==> src/hdl/sstf_pkg.sv <==
// Shared types, constants and the control word of the SSTF disk scheduler.
package sstf_pkg;

  // Cylinder range and reset head position.
  localparam int unsigned CYL_W = 10;
  localparam int unsigned SUM_W = 16;
  localparam logic [CYL_W:0] CYL_COUNT = 11'd1024;
  localparam logic [CYL_W-1:0] CYL_MAX = CYL_W'(CYL_COUNT - 11'd1);
  localparam logic [CYL_W-1:0] START_RESET = 10'd30;
  localparam logic [SUM_W-1:0] SUM_MAX = 16'hFFFF;

  // One incoming request.
  typedef struct packed {
    logic [CYL_W-1:0] cylinder;
    logic             last_request;
  } req_t;

  // One served request.
  typedef struct packed {
    logic [CYL_W-1:0] served_cylinder;
    logic [CYL_W-1:0] seek_distance;
    logic [SUM_W-1:0] total_movement;
    logic             overflow;
    logic             last_result;
  } res_t;

  // Datapath controls carried by each microcode word.
  typedef struct packed {
    logic idle;
    logic load_batch;
    logic best_clr;
    logic idx_clr;
    logic scan_rd;
    logic serve;
    logic clr_queue;
  } ctl_t;

  // Datapath status seen by the sequencer's jump logic.
  typedef struct packed {
    logic acc_last;
    logic cnt_zero;
    logic scan_end;
    logic more;
  } stat_t;

  // Microcode step addresses.
  typedef logic [2:0] step_t;
  localparam step_t S_WAIT  = 3'd0;
  localparam step_t S_INIT  = 3'd1;
  localparam step_t S_SCAN  = 3'd2;
  localparam step_t S_DRAIN = 3'd3;
  localparam step_t S_SERVE = 3'd4;
  localparam step_t S_CLEAR = 3'd5;

  // Jump conditions.
  typedef enum logic [2:0] {
    J_NEVER,
    J_ALWAYS,
    J_ACC_LAST,
    J_CNT_ZERO,
    J_SCAN_END,
    J_MORE
  } jcond_t;

  // Saturate a cylinder number to the last cylinder of the disk.
  function automatic logic [CYL_W-1:0] clamp_cyl(input logic [CYL_W-1:0] v);
    logic [CYL_W-1:0] r;
    r = v;
    if ({1'b0, v} >= CYL_COUNT) begin
      r = CYL_MAX;
    end
    return r;
  endfunction

endpackage

==> src/hdl/sstf_seq.sv <==
// Microcode store and step counter of the SSTF disk scheduler.
module sstf_seq (
  input  logic           clk,
  input  logic           rst,
  input  sstf_pkg::stat_t stat,
  output sstf_pkg::ctl_t  ctl
);
  import sstf_pkg::*;

  step_t  step;
  step_t  step_next;
  jcond_t jc;
  logic   hold;
  step_t  target;
  logic   take;

  // Program store: one control word per step.
  always_comb begin
    ctl    = '0;
    jc     = J_NEVER;
    hold   = 1'b0;
    target = S_WAIT;
    case (step)
      S_WAIT: begin
        ctl.idle = 1'b1;
        jc       = J_ACC_LAST;
        hold     = 1'b1;
        target   = S_INIT;
      end
      S_INIT: begin
        ctl.load_batch = 1'b1;
        ctl.best_clr   = 1'b1;
        ctl.idx_clr    = 1'b1;
        jc             = J_CNT_ZERO;
        target         = S_CLEAR;
      end
      S_SCAN: begin
        ctl.scan_rd = 1'b1;
        jc          = J_SCAN_END;
        hold        = 1'b1;
        target      = S_DRAIN;
      end
      S_DRAIN: begin
        jc = J_NEVER;
      end
      S_SERVE: begin
        ctl.serve    = 1'b1;
        ctl.best_clr = 1'b1;
        ctl.idx_clr  = 1'b1;
        jc           = J_MORE;
        target       = S_SCAN;
      end
      S_CLEAR: begin
        ctl.clr_queue = 1'b1;
        jc            = J_ALWAYS;
        target        = S_WAIT;
      end
      default: begin
        jc     = J_ALWAYS;
        target = S_WAIT;
      end
    endcase
  end

  // Jump condition select.
  always_comb begin
    case (jc)
      J_ALWAYS:   take = 1'b1;
      J_ACC_LAST: take = stat.acc_last;
      J_CNT_ZERO: take = stat.cnt_zero;
      J_SCAN_END: take = stat.scan_end;
      J_MORE:     take = stat.more;
      default:    take = 1'b0;
    endcase
  end

  // Next step: jump, hold or fall through.
  always_comb begin
    if (take) begin
      step_next = target;
    end else if (hold) begin
      step_next = step;
    end else begin
      step_next = step + 3'd1;
    end
  end

  always_ff @(posedge clk) begin
    if (rst) begin
      step <= S_WAIT;
    end else begin
      step <= step_next;
    end
  end

endmodule

==> src/hdl/sstf_dpath.sv <==
// Request store, nearest-request scan and result register of the SSTF scheduler.
module sstf_dpath #(
  parameter int unsigned QUEUE_DEPTH = 64
) (
  input  logic                          clk,
  input  logic                          rst,
  input  sstf_pkg::ctl_t                ctl,
  output sstf_pkg::stat_t               stat,
  input  logic                          start,
  input  sstf_pkg::req_t                request,
  input  logic                          cfg_write,
  input  logic [sstf_pkg::CYL_W-1:0]    cfg_data,
  output logic                          result_valid,
  output sstf_pkg::res_t                result
);
  import sstf_pkg::*;

  localparam int unsigned IDX_W = $clog2(QUEUE_DEPTH);
  localparam int unsigned CNT_W = $clog2(QUEUE_DEPTH + 1);

  logic [CYL_W-1:0]       mem [QUEUE_DEPTH];
  logic [CYL_W-1:0]       rd_cyl;
  logic [QUEUE_DEPTH-1:0] valid;
  logic [CNT_W-1:0]       count;
  logic [CNT_W-1:0]       remaining;
  logic [IDX_W-1:0]       idx;
  logic [IDX_W-1:0]       rd_idx;
  logic                   rd_pend;
  logic                   drop;
  logic [CYL_W-1:0]       start_pos;
  logic [CYL_W-1:0]       head;
  logic [SUM_W-1:0]       sum;
  logic                   best_found;
  logic [IDX_W-1:0]       best_idx;
  logic [CYL_W-1:0]       best_cyl;
  logic [CYL_W-1:0]       best_dist;

  logic                   accept;
  logic                   has_room;
  logic [CYL_W-1:0]       delta;
  logic                   better;
  logic [SUM_W:0]         sum_wide;
  logic [SUM_W-1:0]       sum_next;

  assign accept   = ctl.idle & start;
  assign has_room = count < CNT_W'(QUEUE_DEPTH);

  // Status for the sequencer.
  assign stat.acc_last = accept & request.last_request;
  assign stat.cnt_zero = count == '0;
  assign stat.scan_end = (CNT_W'(idx) + CNT_W'(1)) == count;
  assign stat.more     = remaining != CNT_W'(1);

  // Distance from the head to the entry just read, and the nearest-so-far test.
  assign delta  = (rd_cyl > head) ? (rd_cyl - head) : (head - rd_cyl);
  assign better = rd_pend & valid[rd_idx] & (~best_found | (delta < best_dist));

  // Saturating running total.
  assign sum_wide = {1'b0, sum} + (SUM_W + 1)'(best_dist);
  assign sum_next = sum_wide[SUM_W] ? SUM_MAX : sum_wide[SUM_W-1:0];

  // Request store: written on accept while there is room, read one entry a cycle during the scan.
  always_ff @(posedge clk) begin
    if (accept && has_room) begin
      mem[count[IDX_W-1:0]] <= clamp_cyl(request.cylinder);
    end
    rd_cyl <= mem[idx];
  end

  // Control state.
  always_ff @(posedge clk) begin
    if (rst) begin
      start_pos    <= START_RESET;
      count        <= '0;
      valid        <= '0;
      drop         <= 1'b0;
      rd_pend      <= 1'b0;
      best_found   <= 1'b0;
      remaining    <= '0;
      idx          <= '0;
      result_valid <= 1'b0;
    end else begin
      if (cfg_write) begin
        start_pos <= cfg_data;
      end
      // Queue a new request, or note that it was dropped.
      if (accept) begin
        if (has_room) begin
          valid[count[IDX_W-1:0]] <= 1'b1;
          count                   <= count + CNT_W'(1);
        end else begin
          drop <= 1'b1;
        end
      end
      if (ctl.load_batch) begin
        remaining <= count;
      end
      // Scan address and read pipeline.
      if (ctl.idx_clr) begin
        idx <= '0;
      end else if (ctl.scan_rd) begin
        idx <= idx + IDX_W'(1);
      end
      rd_pend <= ctl.scan_rd;
      if (ctl.best_clr) begin
        best_found <= 1'b0;
      end else if (better) begin
        best_found <= 1'b1;
      end
      // Serve the nearest request.
      result_valid <= ctl.serve;
      if (ctl.serve) begin
        valid[best_idx] <= 1'b0;
        remaining       <= remaining - CNT_W'(1);
      end
      if (ctl.clr_queue) begin
        count <= '0;
        valid <= '0;
        drop  <= 1'b0;
      end
    end
  end

  // Payload registers.
  always_ff @(posedge clk) begin
    rd_idx <= idx;
    if (better) begin
      best_idx  <= rd_idx;
      best_cyl  <= rd_cyl;
      best_dist <= delta;
    end
    if (ctl.load_batch) begin
      head <= clamp_cyl(start_pos);
      sum  <= '0;
    end else if (ctl.serve) begin
      head <= best_cyl;
      sum  <= sum_next;
    end
    if (ctl.serve) begin
      result.served_cylinder <= best_cyl;
      result.seek_distance   <= best_dist;
      result.total_movement  <= sum_next;
      result.overflow        <= drop;
      result.last_result     <= remaining == CNT_W'(1);
    end
  end

endmodule

==> src/hdl/sstf_disk_scheduler_core.sv <==
// Top level of the shortest-seek-time-first disk scheduler.
//
//   channel   ports                          direction  handshake
//   request   start, busy, request           in         taken when start & !busy
//   result    result_valid, result           out        one cycle strobe, no stall
//   config    cfg_write, cfg_data            in         written when cfg_write
//
// Requests are queued one a cycle while busy is low; the last request of a
// batch starts service and busy stays high until the batch has been served.
// For each served request the single read port of the request store is
// swept once over the queued requests. Reset is synchronous and leaves the
// queue empty with the head start position at cylinder 30.
// Results cannot be held off; each is shown for exactly one cycle.
module sstf_disk_scheduler_core #(
  parameter int unsigned QUEUE_DEPTH = 64
) (
  input  logic                          clk,
  input  logic                          rst,
  input  logic                          start,
  output logic                          busy,
  input  sstf_pkg::req_t                request,
  input  logic                          cfg_write,
  input  logic [sstf_pkg::CYL_W-1:0]    cfg_data,
  output logic                          result_valid,
  output sstf_pkg::res_t                result
);
  import sstf_pkg::*;

  ctl_t  ctl;
  stat_t stat;

  // Microcode sequencer.
  sstf_seq u_seq (
    .clk  (clk),
    .rst  (rst),
    .stat (stat),
    .ctl  (ctl)
  );

  // Datapath.
  sstf_dpath #(
    .QUEUE_DEPTH (QUEUE_DEPTH)
  ) u_dpath (
    .clk          (clk),
    .rst          (rst),
    .ctl          (ctl),
    .stat         (stat),
    .start        (start),
    .request      (request),
    .cfg_write    (cfg_write),
    .cfg_data     (cfg_data),
    .result_valid (result_valid),
    .result       (result)
  );

  assign busy = ~ctl.idle;

endmodule
==> config.mk <==
export PLATFORM = sky130hd
export DESIGN_NAME = sstf_disk_scheduler_core
export DESIGN_NICKNAME = d
export VERILOG_FILES = /design/src/hdl/sstf_pkg.sv /design/src/hdl/sstf_seq.sv /design/src/hdl/sstf_dpath.sv /design/src/hdl/sstf_disk_scheduler_core.sv
export SDC_FILE = /design/constraint.sdc
export NUM_CORES = 1
export LEC_CHECK = 0
export BUFFER_PORTS_ARGS = -buffer_cell sky130_fd_sc_hd__buf_2
export CAP_MARGIN = 15
export CORE_MARGIN = 8
export CORE_UTILIZATION = 28
export DETAILED_ROUTE_END_ITERATION = 8
export PLACE_DENSITY = 0.43
export SLEW_MARGIN = 40
export SYNTH_ARGS = -nofsm -noshare
export SYNTH_HDL_FRONTEND = slang
export SYNTH_HIERARCHICAL = 1
export SYNTH_SLANG_ARGS = --single-unit
==> constraint.sdc <==
create_clock -name clk -period 15.9 [get_ports clk]
set_clock_uncertainty 0.05 [all_clocks]
set_input_delay 2.385 -clock clk [delete_from_list [all_inputs] [get_ports clk]]
set_output_delay 2.385 -clock clk [all_outputs]
set_load 0.005 [all_outputs]
==> metrics.cfg <==
[run_status]
status=finished clean

[detailed_routing]
post_drt_wl_per_cell_um=24.1
drt_iter0_markers=1446
met3_length_mm=4.09
via_count=18052
firstDrtPassIters=5
top_layer_used=met4
met1Wirelength_mm=41.2
routed_via_density=4.84
drc_errors=0
routed_wl_mm=89.9
ant_nets=0
dr_wl_met2_mm=41.9

[logic_synthesis]
synthTopCellsByArea=edfxtp_1 (63%), mux4_2 (13%), dfxtp_1 (7.8%)
synth_ff_type=edfxtp_1
synth_compound_area_frac=0.0558
yosysMostFrequentCell=edfxtp_1
synth_xor_area_frac=0.00843
synth_cell_types=67
synth_commonest_cells=edfxtp_1 (714), mux4_2 (203), nor2_1 (137), dfxtp_1 (133), nand2_1 (63)
yosysTopAreaCell=edfxtp_1
synth.cell_area_mm2=0.0343
syn_inst=1912
syn_nets=1987
synth-seq-cells=847
synthSimpleGateAreaFrac=0.0442
synthMuxAreaShare=0.150
synth_top_area_frac=0.625
async_flop_share=0
ys_seq_area_frac=0.703
syn_avg_cell_area_um2=17.9
synth_edf_count=714
synth_warnings=6
synthAdderAreaFrac=0.0189
synth_top_family_by_area=multiplexers

[die]
dieArea_mm2=0.134
core_mm2=0.122
io_pins=65
die-width_um=366
start_util=0.282
rows=128
die-height_um=366

[cts]
hold_buffers=0
clock_path_buffers=3
numCtsBuffers=97
ctsRootBufferMaster=clkbuf_16
ctsResizeCount=0
clk_latency_ps=670
cts.sinks=847
clk_pin_slew_ps=60
post-cts-setup-buffers=0
h-tree-depth=3
cts_tree=done

[placement]
gp_congestion=0.832
portBuffers=64
place_area_mm2=0.0368
hpwl_mm=56.6
dpl_worst_slack_ps=10580

[timing]
final-hold-violation-count=0
slew_viol_final=0
fin_ws_ps=11410
tns_ps=0
fin_crit_sh=0.283
tightest_slew_ps=916
clock.fmax_mhz=223
timing.slew.headroom=0.381
setup_violations=0
rsz0062_at_grt=false
min_period_ps=4490

[global_routing]
antenna_found_initial=1
grt_first_pass_wirelength_mm=133
grt_pass1_vias=18971
grt.overflow.total=0
grt.total_usage=0.131
grt_max_degree=81

[worst_setup_path]
critical-path-max-stage-delay_ps=540
path_class=reg -> reg
path_cells=inv_1 -> ha_1 -> nand4_1 -> a21oi_1 -> nor3_1 -> a21oi_2 -> mux2i_1 -> a31oi_1 -> xnor2_1 -> ha_1 -> a21o_1 -> a21o_1 -> a21oi_1 -> o21ai_0 -> a21boi_4 -> buf_8
crit_required_ps=16210
cp_slowest_cell=a21oi_2
crit_path_max_fanout=12
rr_startpoint=u_dpath/rd_cyl[6]
crit_start=u_dpath/rd_cyl[6]
cp-end-kind=register
crit_path_start_kind=register
crit_arrival_ps=4810

[final_layout]
final_net_count=2102
area_growth_syn_to_layout_pct=16.9
postLayoutCellArea_mm2=0.0401
drive_above_1_share=0.295

[power]
vdd_drop_max_mv=0.0796
p_per_area_mw_per_mm2=148
leakage_nw=12.7

[hold_path]
min_path_type=reg -> reg
min-delay-start=u_dpath/rd_cyl[2]

[run]
drv_cap=0

## worst paths after layout
path,endpoint,slack (ps),cells after the start
setup reg to reg,u_dpath/best_idx[5],11410,16
hold / removal,u_dpath/best_cyl[2],410,0
setup / recovery,u_dpath/best_idx[5],11410,16
hold reg to reg,u_dpath/best_cyl[2],410,0
## worst max-delay path: cells and delay by family (launching register included)
family	cells	cell delay [ps]
muxes	1	360
AOI/OAI and AO/OA	8	1850
buffers and inverters	2	270
adders and majority gates	2	720
DFF	1	370
and+or+nand+nor	2	310
xor gates and xnor gates	1	260
## placed cells by master, fill, tap and decap left out, drive strengths merged, types with 9 or more instances in the layout
cell type and count:
a211oi 23, a21o 10, nor2 137, nor2b 22, xnor2 17, dfxtp 133, inv 58, mux4 203
bufinv 11, a21oi 40, o221a 64, buf 121, or2 11, ha 47, edfxtp 714, clkbuf 123
nor3 20, nand4 9, clkinv 45, a221o 10, mux2i 31, nand2 63, mux2 22, xor2 16
nand3 17, o21ai 28
## report_power, final
group          internal, mW  total [mW]  switching, mW  leakage (nW)
Combinational         0.476        1.12          0.643          3.60
Clock                  1.33        2.23          0.901          1.56
Sequential             2.53        2.59         0.0586          7.51
## registers in the layout (all words and copies together) (netlist names)
name and cells:
u_dpath/best_cyl 10, u_dpath/best_dist 10, u_dpath/best_found 1, u_dpath/best_idx 6, u_dpath/count 7, u_dpath/drop 1, u_dpath/head 10, u_dpath/idx 6
u_dpath/mem 640, u_dpath/rd_cyl 10, u_dpath/rd_idx 6, u_dpath/rd_pend 1, u_dpath/remaining 7, u_dpath/result 38, u_dpath/result_valid 1, u_dpath/start_pos 10
u_dpath/sum 16, u_dpath/valid 64, u_seq/step 3
## through the flow
step	power (mW)	hold WS, ps	std cells	util
floorplan	3.41	279	1912	-
global placement	3.74	378	3546	0.301
finish	5.94	412	3733	0.329
CTS	6.01	415	3729	0.328
global route	6.21	433	3732	0.329
detailed placement	3.76	389	3550	0.302
## routing by layer
metal  up-vias  track usage
met5         -            0
met4         0       0.0413
met3       135       0.0243
met2       457        0.209
met1      9516        0.180
li1       7944            -
## area by class of cell
type,instances,area [um^2]
multi-input cells,900,9650
clock buffers,123,2570
flip-flops and latches,847,24100
inverters,60,225
clock inverters,56,622
repair buffers,121,865
diodes,1,2.50
well taps,1625,2030
fillers,11687,81600
## logic make-up (layout without fill, tap and decap cells)
family | after synthesis | after routing
AND/OR/NAND/NOR | 323 | 323
adder cells (fa/ha/maj) | 50 | 50
other | 0 | 1
AO/OA/AOI/OAI | 238 | 238
multiplexers | 256 | 256
flip-flops | 847 | 847
XOR/XNOR | 33 | 33
buffers and inverters | 165 | 360
Note: power is estimated with default switching activity, not from simulation.
